==> src/hw/rtl/sab_pkg.sv <==
// Shared types and constants for the suffix array builder.
package sab_pkg;

    localparam int DEPTH = 64;
    localparam int AW    = 6;
    localparam int CW    = 7;

    typedef struct packed {
        logic [7:0] symbol;
        logic       end_of_text;
    } sab_in_t;

    typedef struct packed {
        logic [5:0] suffix_start;
        logic       final_entry;
    } sab_out_t;

endpackage

==> src/hw/rtl/suffix_array_builder_core.sv <==
// Suffix array builder by prefix doubling over on-chip rank and next-rank memories.
//
// Usage: bytes of a string arrive on the s_ channel, one per beat, until a beat
// with end_of_text set or until MAX_LEN bytes are held. The block then sorts
// all suffixes and returns their start positions in sorted order on the m_
// channel, one beat per position, with final_entry set on the last one.
// s_ready is high only while loading; no byte is taken during a build or
// while results are being returned.
// A string of n bytes (n >= 2) is sorted in R = ceil(log2 n) rounds:
//   each round reads from the rank memory the key of a suffix and then
//   the key of every compared suffix, counting the smaller keys to form
//   its new rank in the next-rank memory, then copies the new ranks back;
//   the sorted order is then written into the next-rank memory, and every
//   result is read from it and held until the receiver takes it.
// A one-byte string skips the rounds and returns position 0 at once.
// When the receiver stalls, the result register holds its beat until taken.
// Reset (aresetn low, synchronous) returns the block to loading with an
// empty string; memory contents are not cleared.
module suffix_array_builder_core
    import sab_pkg::*;
#(
    parameter int MAX_LEN = 64
) (
    input  logic     aclk,
    input  logic     aresetn,
    input  logic     s_valid,
    output logic     s_ready,
    input  sab_in_t  s_data,
    output logic     m_valid,
    input  logic     m_ready,
    output sab_out_t m_data
);

    localparam logic [3:0] S_LOAD = 4'd0;
    localparam logic [3:0] S_PRD  = 4'd1;
    localparam logic [3:0] S_PCAP = 4'd2;
    localparam logic [3:0] S_QRD  = 4'd3;
    localparam logic [3:0] S_QCMP = 4'd4;
    localparam logic [3:0] S_CRD  = 4'd5;
    localparam logic [3:0] S_CWR  = 4'd6;
    localparam logic [3:0] S_ORD  = 4'd7;
    localparam logic [3:0] S_OWR  = 4'd8;
    localparam logic [3:0] S_ERD  = 4'd9;
    localparam logic [3:0] S_ELD  = 4'd10;
    localparam logic [3:0] S_EOUT = 4'd11;

    localparam logic [CW-1:0] LEN_LIMIT = CW'(MAX_LEN);

    logic [7:0]    rank_mem  [DEPTH];
    // next ranks during the rounds, then the sorted order for the results
    logic [CW-1:0] nrank_mem [DEPTH];

    logic [3:0]    state_reg, state_next;
    logic [CW-1:0] cnt_reg, cnt_next;
    logic [CW-1:0] n_reg, n_next;
    logic [CW-1:0] span_reg, span_next;
    logic [CW-1:0] p_reg, p_next;
    logic [CW-1:0] q_reg, q_next;
    logic [CW-1:0] lt_reg, lt_next;
    logic [16:0]   keyp_reg, keyp_next;
    logic          pv_reg;
    logic          m_valid_reg, m_valid_next;
    sab_out_t      m_data_reg, m_data_next;

    logic [7:0]    rd_a, rd_b;
    logic [CW-1:0] nr_rd;
    logic [AW-1:0] ord_rd;
    logic [AW-1:0] addr_a, addr_b;
    logic [CW-1:0] base, partner;
    logic          pv_next;
    logic          rank_we, order_we, nrank_we;
    logic [AW-1:0] rank_wa, order_wa, nrank_wa;
    logic [7:0]    rank_wd;
    logic [AW-1:0] order_wd;
    logic [CW-1:0] nrank_wd;
    logic [16:0]   key_cur;
    logic [CW-1:0] lt_sum;
    logic [CW-1:0] span_dbl;

    assign base    = (state_reg == S_QRD) ? q_reg : p_reg;
    assign partner = base + span_reg;
    assign pv_next = (partner < n_reg);
    assign addr_a  = base[AW-1:0];
    assign addr_b  = partner[AW-1:0];
    assign key_cur = {rd_a, pv_reg ? (9'(rd_b) + 9'd1) : 9'd0};
    assign lt_sum  = lt_reg + ((key_cur < keyp_reg) ? CW'(1) : CW'(0));
    assign span_dbl = {span_reg[CW-2:0], 1'b0};
    assign ord_rd  = nr_rd[AW-1:0];

    always_ff @(posedge aclk) begin
        rd_a   <= rank_mem[addr_a];
        rd_b   <= rank_mem[addr_b];
        nr_rd  <= nrank_mem[p_reg[AW-1:0]];
        pv_reg <= pv_next;
        if (rank_we) begin
            rank_mem[rank_wa] <= rank_wd;
        end
        if (nrank_we) begin
            nrank_mem[nrank_wa] <= nrank_wd;
        end else if (order_we) begin
            nrank_mem[order_wa] <= {1'b0, order_wd};
        end
    end

    always_comb begin
        state_next   = state_reg;
        cnt_next     = cnt_reg;
        n_next       = n_reg;
        span_next    = span_reg;
        p_next       = p_reg;
        q_next       = q_reg;
        lt_next      = lt_reg;
        keyp_next    = keyp_reg;
        m_valid_next = m_valid_reg;
        m_data_next  = m_data_reg;
        rank_we      = 1'b0;
        rank_wa      = cnt_reg[AW-1:0];
        rank_wd      = s_data.symbol;
        nrank_we     = 1'b0;
        nrank_wa     = p_reg[AW-1:0];
        nrank_wd     = lt_sum;
        order_we     = 1'b0;
        order_wa     = rd_a[AW-1:0];
        order_wd     = p_reg[AW-1:0];
        s_ready      = (state_reg == S_LOAD);
        case (state_reg)
            S_LOAD: begin
                if (s_valid) begin
                    rank_we  = 1'b1;
                    cnt_next = cnt_reg + CW'(1);
                    if (s_data.end_of_text || (cnt_reg + CW'(1) >= LEN_LIMIT)) begin
                        n_next    = cnt_reg + CW'(1);
                        span_next = CW'(1);
                        p_next    = '0;
                        if (cnt_reg == '0) begin
                            // single byte: its only suffix is position zero
                            order_we   = 1'b1;
                            order_wa   = '0;
                            order_wd   = '0;
                            state_next = S_ERD;
                        end else begin
                            state_next = S_PRD;
                        end
                    end
                end
            end
            S_PRD: begin
                state_next = S_PCAP;
            end
            S_PCAP: begin
                keyp_next  = key_cur;
                q_next     = '0;
                lt_next    = '0;
                state_next = S_QRD;
            end
            S_QRD: begin
                state_next = S_QCMP;
            end
            S_QCMP: begin
                lt_next = lt_sum;
                q_next  = q_reg + CW'(1);
                if (q_reg + CW'(1) == n_reg) begin
                    nrank_we = 1'b1;
                    if (p_reg + CW'(1) == n_reg) begin
                        p_next     = '0;
                        state_next = S_CRD;
                    end else begin
                        p_next     = p_reg + CW'(1);
                        state_next = S_PRD;
                    end
                end else begin
                    state_next = S_QRD;
                end
            end
            S_CRD: begin
                state_next = S_CWR;
            end
            S_CWR: begin
                rank_we = 1'b1;
                rank_wa = p_reg[AW-1:0];
                rank_wd = {1'b0, nr_rd};
                if (p_reg + CW'(1) == n_reg) begin
                    span_next  = span_dbl;
                    p_next     = '0;
                    state_next = (span_dbl < n_reg) ? S_PRD : S_ORD;
                end else begin
                    p_next     = p_reg + CW'(1);
                    state_next = S_CRD;
                end
            end
            S_ORD: begin
                state_next = S_OWR;
            end
            S_OWR: begin
                // ranks are now distinct and dense: scatter positions by rank
                order_we = 1'b1;
                if (p_reg + CW'(1) == n_reg) begin
                    p_next     = '0;
                    state_next = S_ERD;
                end else begin
                    p_next     = p_reg + CW'(1);
                    state_next = S_ORD;
                end
            end
            S_ERD: begin
                state_next = S_ELD;
            end
            S_ELD: begin
                m_data_next.suffix_start = ord_rd;
                m_data_next.final_entry  = (p_reg + CW'(1) == n_reg);
                m_valid_next             = 1'b1;
                state_next               = S_EOUT;
            end
            S_EOUT: begin
                if (m_ready) begin
                    m_valid_next = 1'b0;
                    if (p_reg + CW'(1) == n_reg) begin
                        cnt_next   = '0;
                        span_next  = CW'(1);
                        state_next = S_LOAD;
                    end else begin
                        p_next     = p_reg + CW'(1);
                        state_next = S_ERD;
                    end
                end
            end
            default: begin
                state_next = S_LOAD;
            end
        endcase
    end

    always_ff @(posedge aclk) begin
        if (!aresetn) begin
            state_reg   <= S_LOAD;
            cnt_reg     <= '0;
            span_reg    <= CW'(1);
            m_valid_reg <= 1'b0;
        end else begin
            state_reg   <= state_next;
            cnt_reg     <= cnt_next;
            span_reg    <= span_next;
            m_valid_reg <= m_valid_next;
        end
        n_reg      <= n_next;
        p_reg      <= p_next;
        q_reg      <= q_next;
        lt_reg     <= lt_next;
        keyp_reg   <= keyp_next;
        m_data_reg <= m_data_next;
    end

    assign m_valid = m_valid_reg;
    assign m_data  = m_data_reg;

    a_no_overlap: assert property (@(posedge aclk) disable iff (!aresetn)
        !(s_ready && m_valid))
        else $error("input taken while a result is pending");

    a_final_pos: assert property (@(posedge aclk) disable iff (!aresetn)
        (m_valid && m_data.final_entry) |-> (p_reg + CW'(1) == n_reg))
        else $error("final flag away from the last position");

    a_back_to_load: assert property (@(posedge aclk) disable iff (!aresetn)
        (m_valid && m_ready && m_data.final_entry) |=> (s_ready && cnt_reg == '0))
        else $error("block did not return to loading");

    a_span_nonzero: assert property (@(posedge aclk) disable iff (!aresetn)
        span_reg != '0)
        else $error("doubling distance collapsed to zero");

endmodule

==> config.mk <==
export PLATFORM = sky130hd
export DESIGN_NAME = suffix_array_builder_core
export DESIGN_NICKNAME = d
export VERILOG_FILES = /design/src/hw/rtl/sab_pkg.sv /design/src/hw/rtl/suffix_array_builder_core.sv
export SDC_FILE = /design/constraint.sdc
export NUM_CORES = 1
export LEC_CHECK = 0
export BUFFER_PORTS_ARGS = -buffer_cell sky130_fd_sc_hd__buf_2
export CAP_MARGIN = 10
export CORE_ASPECT_RATIO = 0.5
export CORE_MARGIN = 2
export CORE_UTILIZATION = 35
export DETAILED_ROUTE_END_ITERATION = 16
export GPL_ROUTABILITY_DRIVEN = 0
export GPL_TIMING_DRIVEN = 0
export PLACE_DENSITY = 0.49
export SYNTH_ARGS = -nofsm -noshare
export SYNTH_HDL_FRONTEND = slang
export SYNTH_SLANG_ARGS = --single-unit
==> constraint.sdc <==
create_clock -name aclk -period 12.2 [get_ports aclk]
set_clock_uncertainty 0.1 [all_clocks]
set_input_delay 0.61 -clock aclk [delete_from_list [all_inputs] [get_ports aclk]]
set_output_delay 0.61 -clock aclk [all_outputs]
set_load 0.1 [all_outputs]
==> After elaboration in Yosys (flattened, before gate mapping) <==
Memories as Yosys holds them, arrays and structs flattened. A register that Yosys moved wholly into a read port is not among the register bits.
Cells that the tools add are included.
{ "totals": {"regBits": 72, "ramBits": 960, "in_bits": 13, "out_inout_bits": 9, "elab_cells": 123, "n_memories": 2} }
{ "memory_table": {"columns": ["memory", "depth", "word_bits", "rd", "rd_clocked_by_memory_dff", "write_ports", "line_no", "rtl"], "rows": [
  ["rank_mem", 64, 8, 2, 2, 1, "suffix_array_builder_core.sv:49", "logic [7:0] rank_mem [DEPTH];"],
  ["nrank_mem", 64, 7, 1, 1, 1, "suffix_array_builder_core.sv:51", "logic [CW-1:0] nrank_mem [DEPTH];"]
]} }
{ "op_classes": {"add_sub_neg": 6, "n_lt_le_gt_ge": 4, "n_eq_ne": 20, "muxes": 63, "n_reduce_logical": 16} }
{ "op_table": {"columns": ["operator", "count"], "rows": [
  ["7-bit 2-to-1 mux", 16],
  ["6-bit 2-to-1 mux", 10],
  ["4-bit one-hot mux with 12 select lines", 1],
  ["7-bit one-hot mux with 2 select lines", 3],
  ["4-bit 2-to-1 mux", 7],
  ["7-bit one-hot mux with 4 select lines", 1],
  ["7-bit by 1-bit adder with 7-bit output (second input constant)", 3],
  ["7-bit one-hot mux with 3 select lines", 1],
  ["17-bit < comparator", 1],
  ["4-bit by 3-bit == test with 1-bit output (second input constant)", 4],
  ["4-bit == test (second input constant)", 4],
  ["1-bit 2-to-1 mux", 16],
  ["7-bit == test", 2],
  ["7-bit < comparator", 2],
  ["2-bit inequality test (second input constant)", 6],
  ["6-bit AND reduction", 2],
  ["8-bit by 1-bit adder with 9-bit output (second input constant)", 1],
  ["3-bit 2-to-1 mux", 3],
  ["9-bit 2-to-1 mux", 1],
  ["4-bit by 2-bit == test with 1-bit output (second input constant)", 2],
  ["8-bit 2-to-1 mux", 1],
  ["7-bit by 1-bit adder with 7-bit output", 1],
  ["7-bit adder", 1],
  ["7-bit greater-or-equal comparator (second input constant)", 1],
  ["other kinds (14)", 19]
]} }

==> Depth between registers and ports, before layout <==
Gate-level depths: netlist (run 1).
{ "logic_depth": {"ltp_word": 11, "ltp_mapped": 21} }

==> Worst setup path before layout (run 1) <==
Ideal clock, no wire load.
{ "synth_timing": {"path_type": "flip-flop to flip-flop", "from": "register state_reg[2]", "to": "memory nrank_mem[40][0] (enable)", "setup_ps": 393, "t_arrival_ps": 5653, "setup_slack_ps": 6054, "stages_incl_launch_ff": 9, "n_path_buf": 2, "period_less_slack_ps": 6146, "cell_sequence": "dfxtp_1 > buf_2 > nor4_1 > and2_0 > clkbuf_1 > o211ai_1 > o311ai_0 > nand2_1 > nor4b_1"} }
{ "synth_between": {"elab_chain_len": 7} }
{ "synth_lines": {"columns": ["element", "line_no", "rtl"], "rows": [
  ["start: declaration", "suffix_array_builder_core.sv:53", "logic [3:0] state_reg, state_next;"],
  ["start signal: assignment", "suffix_array_builder_core.sv:240", "state_reg <= state_next;"],
  ["4-bit logical NOT *", null, null],
  ["via s_ready", "suffix_array_builder_core.sv:27", "output logic s_ready,"],
  ["1-bit one-hot mux with 2 select lines", "suffix_array_builder_core.sv:126", "case (state_reg)"],
  ["1-bit 2-to-1 mux", "suffix_array_builder_core.sv:100", "end else if (order_we) begin"],
  ["1-bit 2-to-1 mux", "suffix_array_builder_core.sv:98", "if (nrank_we) begin"],
  ["1-bit 2-to-1 mux (implied by the code)", "suffix_array_builder_core.sv:101", "nrank_mem[order_wa] <= {1'b0, order_wd};"],
  ["7-bit OR reduction (no source line)", null, null],
  ["6-bit 2-to-1 mux (no source line) or 1-bit 2-to-1 mux (tied branches)", null, null],
  ["end: declaration", "suffix_array_builder_core.sv:51", null]
]} }
Mark *: on every way through the listed nets, which the timed path passes. The rest lies on a longest branch.

==> Worst setup path in the final report (run 1) <==
{ "layout_timing": {"from": "register state_reg[0]", "to": "register rd_b[1], read port of rank_mem"} }
{ "layout_between": {"elab_chain_len": 3} }
{ "layout_lines": {"columns": ["element", "line_no", "rtl"], "rows": [
  ["4-bit by 2-bit == test with 1-bit output", "suffix_array_builder_core.sv:80", "assign base = (state_reg == S_QRD) ? q_reg : p_reg;"],
  ["7-bit 2-to-1 mux", "suffix_array_builder_core.sv:80", null],
  ["7-bit adder", "suffix_array_builder_core.sv:81", "assign partner = base + span_reg;"],
  ["end: declaration", "suffix_array_builder_core.sv:65", "logic [7:0] rd_a, rd_b;"]
]} }
Every way passes these cells.
A chain may end at the register's enable or synchronous reset.

==> results_dict.tcl, run 1 <==
set metrics [dict create \
    h-tree-depth 3 \
    worstHoldPathType "primary input to flop" \
    grt_overflow_total 0 \
    worstSetupEndpointType "flop" \
    grt_max_degree 65 \
    cp.arrival_ns 7.18 \
    status "finished, final reports clean" \
    cts_tree "done" \
    clock-sinks 1055 \
    synth.distinct_cells 60 \
    rows 94 \
    antenna_found_initial 7 \
    finalCriticalPeriod_ns 6.69 \
    avgViaCountPerCell 5.75 \
    hold_start "m_ready" \
    largest_reg_flops 512 \
    rsz0062_at_grt "false" \
    synth_ff_type "edfxtp_1" \
    drtIter0Drc 3553 \
    cts_max_path_buffers 3 \
    clock_latency_ns 0.75 \
    reg2reg_setup_slack_ns 5.51 \
    drive_gt1_frac 0.198 \
    io_buffers 21 \
    worstReg2RegEnd "rd_b[1]" \
    leakagePower_nw 17.3 \
    synth_fp_nets 2970 \
    seqPwrFrac 0.312 \
    critPathMaxFanout 10 \
    p_per_area_nw_per_um2 281 \
    seq_area_frac_synth 0.666 \
    syn_to_final_growth_pct 14.5 \
    internal_power_mw 9.05 \
    chipHeight_um 263 \
    layout_commonest_cell "edfxtp_1" \
    crit_type "flop to flop" \
    final_max_slew_viol_count 0 \
    whs_endpoint "state_reg[0]" \
    dp.final_hpwl_um 108000 \
    vias 28500 \
    r2r_cells 16 \
    cap_violations 0 \
    core_area_sq_um 132000 \
    async_reset_ff_frac 0 \
    final_cell_mix "edfxtp_1 (1012), nand2_1 (359), mux4_2 (302)" \
    dieWidth_um 522 \
    grt_use_total 0.214 \
    ctsRootBufferMaster "clkbuf_16" \
    first_pass_iters 6 \
    ir_drop_mv 0.185 \
    post-route-util 0.406 \
    rr_startpoint "state_reg[0]" \
    ioPinCount 22 \
    cp_data_required_time_ns 12.69 \
    postCtsSetupBuffers 0 \
    place_area_sq_um 50100 \
    synthCells 2915 \
    post_drt_wl_per_cell_um 29.9 \
    finalCritPeriodShare 0.549 \
    drc_errors 0 \
    cts_hold_buf 0 \
    synth-edff-count 1012 \
    p_comb_frac 0.462 \
    initial_core_util 0.355 \
    grt_pass1_vias 28100 \
    final_area_sq_um 53700 \
    finalPower_mw 15.1 \
    worst_setup_path_start_kind "flop" \
    synth_warnings 0 \
    drtAntennaViolNets 0 \
    p_sw_mw 6.04 \
    p_clk_frac 0.226 \
    tightestPinTransition_ns 1.33 \
    cts.clk_slew.worst_paths_ns 0.06 \
    ys_ff_latch 1055 \
    clock.fmax_mhz 149 \
    final_hold_viol_count 0 \
    grt_pass1_wl_um 210000 \
    cts_resized 0 \
    p_sw_frac 0.400 \
    setup_viol 0 \
    wl_um 148000 \
    synth.cell_area_sq_um 46900 \
    syn_area_per_cell_sq_um 16.1 \
    setup-tns-final_ns 0 \
    min_path_cells 4 \
    timing.slew.headroom 0.106 \
    die_area_sq_um 137000 \
    cts_buffers 100 \
    fin_nets 3141 \
]
## area by class of cell
class / instances / area [sq um]
buffer: 166 / 689
multi-input combinational: 1650 / 15000
timing repair buffer: 69 / 863
tap: 1776 / 2220
sequential: 1055 / 31300
inverter: 44 / 165
clock buffer: 127 / 2780
fill: 12000 / 78600
clock inverter: 62 / 805
antenna: 1 / 2.50
## per-layer routing
| layer | wire, um | global-route usage | part of all wire | vias to the layer above |
|---|---|---|---|---|
| li1 | - | - | - | 12000 |
| met1 | 63300 | 0.297 | 0.43 | 14900 |
| met2 | 68300 | 0.333 | 0.46 | 1380 |
| met3 | 12300 | 0.0516 | 0.083 | 225 |
| met4 | 4400 | 0.0634 | 0.030 | 0 |
| met5 | 0 | 0 | 0 | - |
## through the flow
step | hold WS, ns | setup slack [ns] | instances
final | 0.156 | 5.51 | 4950
after global placement | 0.331 | 1.87 | 4712
after floorplan | 0.308 | 6.05 | 2915
after CTS | 0.117 | 5.21 | 4940
after global routing | 0.139 | 5.40 | 4949
after detailed placement | 0.323 | 5.22 | 4751
## kinds of logic after synthesis
group	after synthesis	share of synthesized area
AO/OA/AOI/OAI	348	0.0474
adder cells (fa/ha/maj)	42	0.0114
multiplexers	424	0.173
AND/OR/NAND/NOR	792	0.0739
buffers and inverters	210	0.0182
XOR/XNOR	44	0.0106
flip-flops	1055	0.666
## power groups by stage
| stage | sequential (mW) | combinational (mW) | clock, mW |
|---|---|---|---|
| floorplan | 4.80 | 3.87 | 0 |
| CTS | 4.70 | 6.88 | 3.46 |
| global route | 4.72 | 7.27 | 3.60 |
| global placement | 4.91 | 6.50 | 0 |
| detailed placement | 4.78 | 6.86 | 0 |
| finish | 4.70 | 6.97 | 3.41 |
## synth_stat cells (3+ instances only)
library cell	number	area, sq um
a31oi_1	30	188
nand3_1	123	616
mux2i_1	90	901
and4_1	10	87.6
nor3_1	10	50.1
o22ai_1	33	206
nor4_1	5	31.3
o21ai_0	49	245
a21oi_1	100	500
buf_1	29	109
nand4_1	13	81.3
xnor2_1	23	201
xor2_1	13	114
mux4_2	302	6800
xnor3_1	8	180
or3_1	5	31.3
edfxtp_1	1012	30400
a21boi_0	6	45.0
nand2b_1	8	50.1
o221ai_1	34	298
inv_1	41	154
buf_4	6	45.0
ha_1	41	513
nor2_1	181	679
a21o_1	10	75.1
buf_2	23	115
nor2b_1	14	87.6
and2_1	26	163
nor3b_1	5	37.5
o21a_1	6	45.0
nand3b_1	4	30.0
clkbuf_1	106	398
a2111oi_0	8	70.1
a211oi_1	5	37.5
o31ai_1	6	45.0
a22oi_1	31	233
dfxtp_1	43	861
mux2i_4	3	67.6
inv_2	3	11.3
nand2_1	366	1370
o211ai_1	16	120
mux2_2	29	327
and3_1	14	87.6
## worst max-delay path by stage
| stage | start | endpoint | slack [ns] | depth (start not counted) |
|---|---|---|---|---|
| 2_1_floorplan | state_reg[2] | nrank_mem[40][0] | 6.05 | 8 |
| 4_1_cts | state_reg[0] | pv_reg | 5.21 | 20 |
| 6_report | state_reg[0] | rd_b[1] | 5.51 | 16 |
| 3_3_place_gp | rd_b[3] | nrank_mem[18][4] | 1.87 | 14 |
| 5_1_grt | state_reg[0] | pv_reg | 5.40 | 21 |
| 3_5_place_dp | state_reg[0] | rd_b[1] | 5.22 | 15 |
## critical path, stage by stage, from the launching register on
cell and delay, ns:
dfxtp_1 0.45, and4bb_1 0.22, buf_4 0.22, mux2i_4 0.20, inv_2 0.16, buf_6 0.23, buf_4 0.32, buf_2 0.43
buf_2 0.36, ha_1 0.22, inv_1 0.06, fa_1 0.55, clkbuf_1 0.45, clkbuf_1 0.91, mux4_2 0.43, mux4_2 0.61
mux4_2 0.58
(Power assumes the default switching activity.)
==> inputs of run 2 (changes only) <==
Clock period 12.2 ns to 6.73 ns, I/O delays scaled along.
==> run 2 against run 1 <==
- setup slack got worse by 5.4 ns
- global-route usage barely moved
- clock power rose by 82%
- design area barely moved
- non-clock buffer count rose by 1
- first-iteration DRC count fell by 4.8%
- final cell count barely moved
- power rose by 81%
- sequential power rose by 81%
- count of clock-buffer cells in the layout did not move
- register-to-register slack got worse by 5.4 ns
- critical path depth did not move
- critical path type unchanged
- highest routed layer is now met5
==> results_dict.tcl, run 2 (synthesized netlist as in run 1, its figures left out) <==
set metrics [dict create \
    status "finished, final reports clean" \
    cts_tree "done" \
    drive_gt1_frac 0.199 \
    cts_max_path_buffers 3 \
    worstHoldPathType "primary input to flop" \
    rows 94 \
    leakagePower_nw 17.3 \
    reg2reg_setup_slack_ns 0.06 \
    fin_nets 3142 \
    wl_um 148000 \
    ir_drop_mv 0.346 \
    ioPinCount 22 \
    critPathMaxFanout 10 \
    syn_to_final_growth_pct 14.6 \
    fillers 12000 \
    initial_core_util 0.355 \
    dp.final_hpwl_um 108000 \
    die_area_sq_um 137000 \
    postCtsSetupBuffers 0 \
    antenna_found_initial 7 \
    worstSetupEndpointType "flop" \
    largest_reg_flops 512 \
    drtAntennaViolNets 0 \
    clock-sinks 1055 \
    h-tree-depth 3 \
    worst_setup_path_start_kind "flop" \
    post_drt_wl_per_cell_um 29.9 \
    worst_slack_ns 0.0599 \
    final_cells 4951 \
    cp.arrival_ns 7.17 \
    clock_latency_ns 0.75 \
    io_buffers 21 \
    setup-tns-final_ns 0 \
    layout_commonest_cell "edfxtp_1" \
    grt_overflow_total 0 \
    grt_pass1_wl_um 210000 \
    timing.slew.headroom 0.0865 \
    finalCritPeriodShare 0.991 \
    drtIter0Drc 3381 \
    dp.cells 4751 \
    avgViaCountPerCell 5.76 \
    drc_errors 0 \
    ctsRootBufferMaster "clkbuf_16" \
    first_pass_iters 6 \
    grt_max_degree 65 \
    cts_buffers 100 \
    cp_data_required_time_ns 7.23 \
    finalCriticalPeriod_ns 6.67 \
    core_area_sq_um 132000 \
    chipHeight_um 263 \
    finalPower_mw 27.4 \
    grt_pass1_vias 28100 \
    tightestPinTransition_ns 1.36 \
    crit_type "flop to flop" \
    cap_violations 0 \
    final_cell_mix "edfxtp_1 (1012), nand2_1 (359), mux4_2 (302)" \
    setup_viol 0 \
    cts.clk_slew.worst_paths_ns 0.07 \
    post-route-util 0.406 \
    vias 28500 \
    dieWidth_um 522 \
    final_hold_viol_count 0 \
    grt_use_total 0.214 \
    place_ws_ns -0.245 \
    final_max_slew_viol_count 0 \
    clock.fmax_mhz 150 \
    p_per_area_nw_per_um2 509 \
]
## run 2: cell types whose count changed in the layout (fill, tap and decap cells not counted)
cell | before | now
clkbuf_1 | 121 | 117
clkbuf_2 | 0 | 4
dlygate4sd3_1 | 0 | 3
buf_4 | 12 | 10
xor2_1 | 12 | 11
xor2_2 | 1 | 2
## run 2: area by class of cell
cell class	instances	area [sq um]	area share
Antenna cell	1	2.50	0.0000465
Buffer	166	694	0.0129
Clock buffer	127	2780	0.0517
Clock inverter	62	805	0.0150
Inverter	44	165	0.00307
Multi-Input combinational cell	1650	15000	0.278
Sequential cell	1055	31300	0.581
Tap cell	1776	2220	0.0413
Timing Repair Buffer	70	878	0.0163
## run 2: what timing repair did
item	in CTS	in global routing
pin swaps	0	0
endpoints found under the setup margin	9	5
endpoints found under the hold margin	5	0
hold buffers	3	0
resized for setup	1	12
## run 2: routing by layer
metal,share of wire,up-vias,wire [um],global-route usage
met2,0.46,1386,68100,0.333
met4,0.032,2,4720,0.0654
met3,0.084,246,12500,0.0502
met5,0.000088,-,13,0
met1,0.42,14900,63000,0.297
li1,-,12000,-,-
## run 2: where the power goes
group	total [mW]	switching (mW)	internal, mW
Sequential	8.53	0.191	8.34
Clock	6.20	2.69	3.51
Combinational	12.7	8.11	4.56
Total	27.4	11.0	16.4
## run 2: final timing paths
check,startpoint,to,cells past startpoint
worst max-delay path,state_reg[0],rd_b[3],16
worst min-delay path,s_data[6],rank_mem[36][5],3
worst max register to register,state_reg[0],rd_b[3],16
worst min register to register,rd_a[7],keyp_reg[16],0
## run 2: worst max-delay path: stages (launching register included)
cell	delay, ns
dfxtp_1	0.45
and4bb_1	0.22
buf_4	0.22
mux2i_4	0.20
inv_2	0.17
buf_6	0.23
buf_4	0.32
buf_2	0.44
buf_2	0.35
ha_1	0.22
inv_1	0.06
fa_1	0.55
clkbuf_1	0.48
clkbuf_1	0.86
mux4_2	0.46
mux4_2	0.58
mux4_2	0.57
## run 2: per-stage QoR
stage               instance area, sq um  hold WS [ns]
floorplan                          46900         0.308
global placement                   49200         0.331
global route                       53800        0.0139
CTS                                53700       0.00641
finish                             53800        0.0350
detailed placement                 50100         0.323
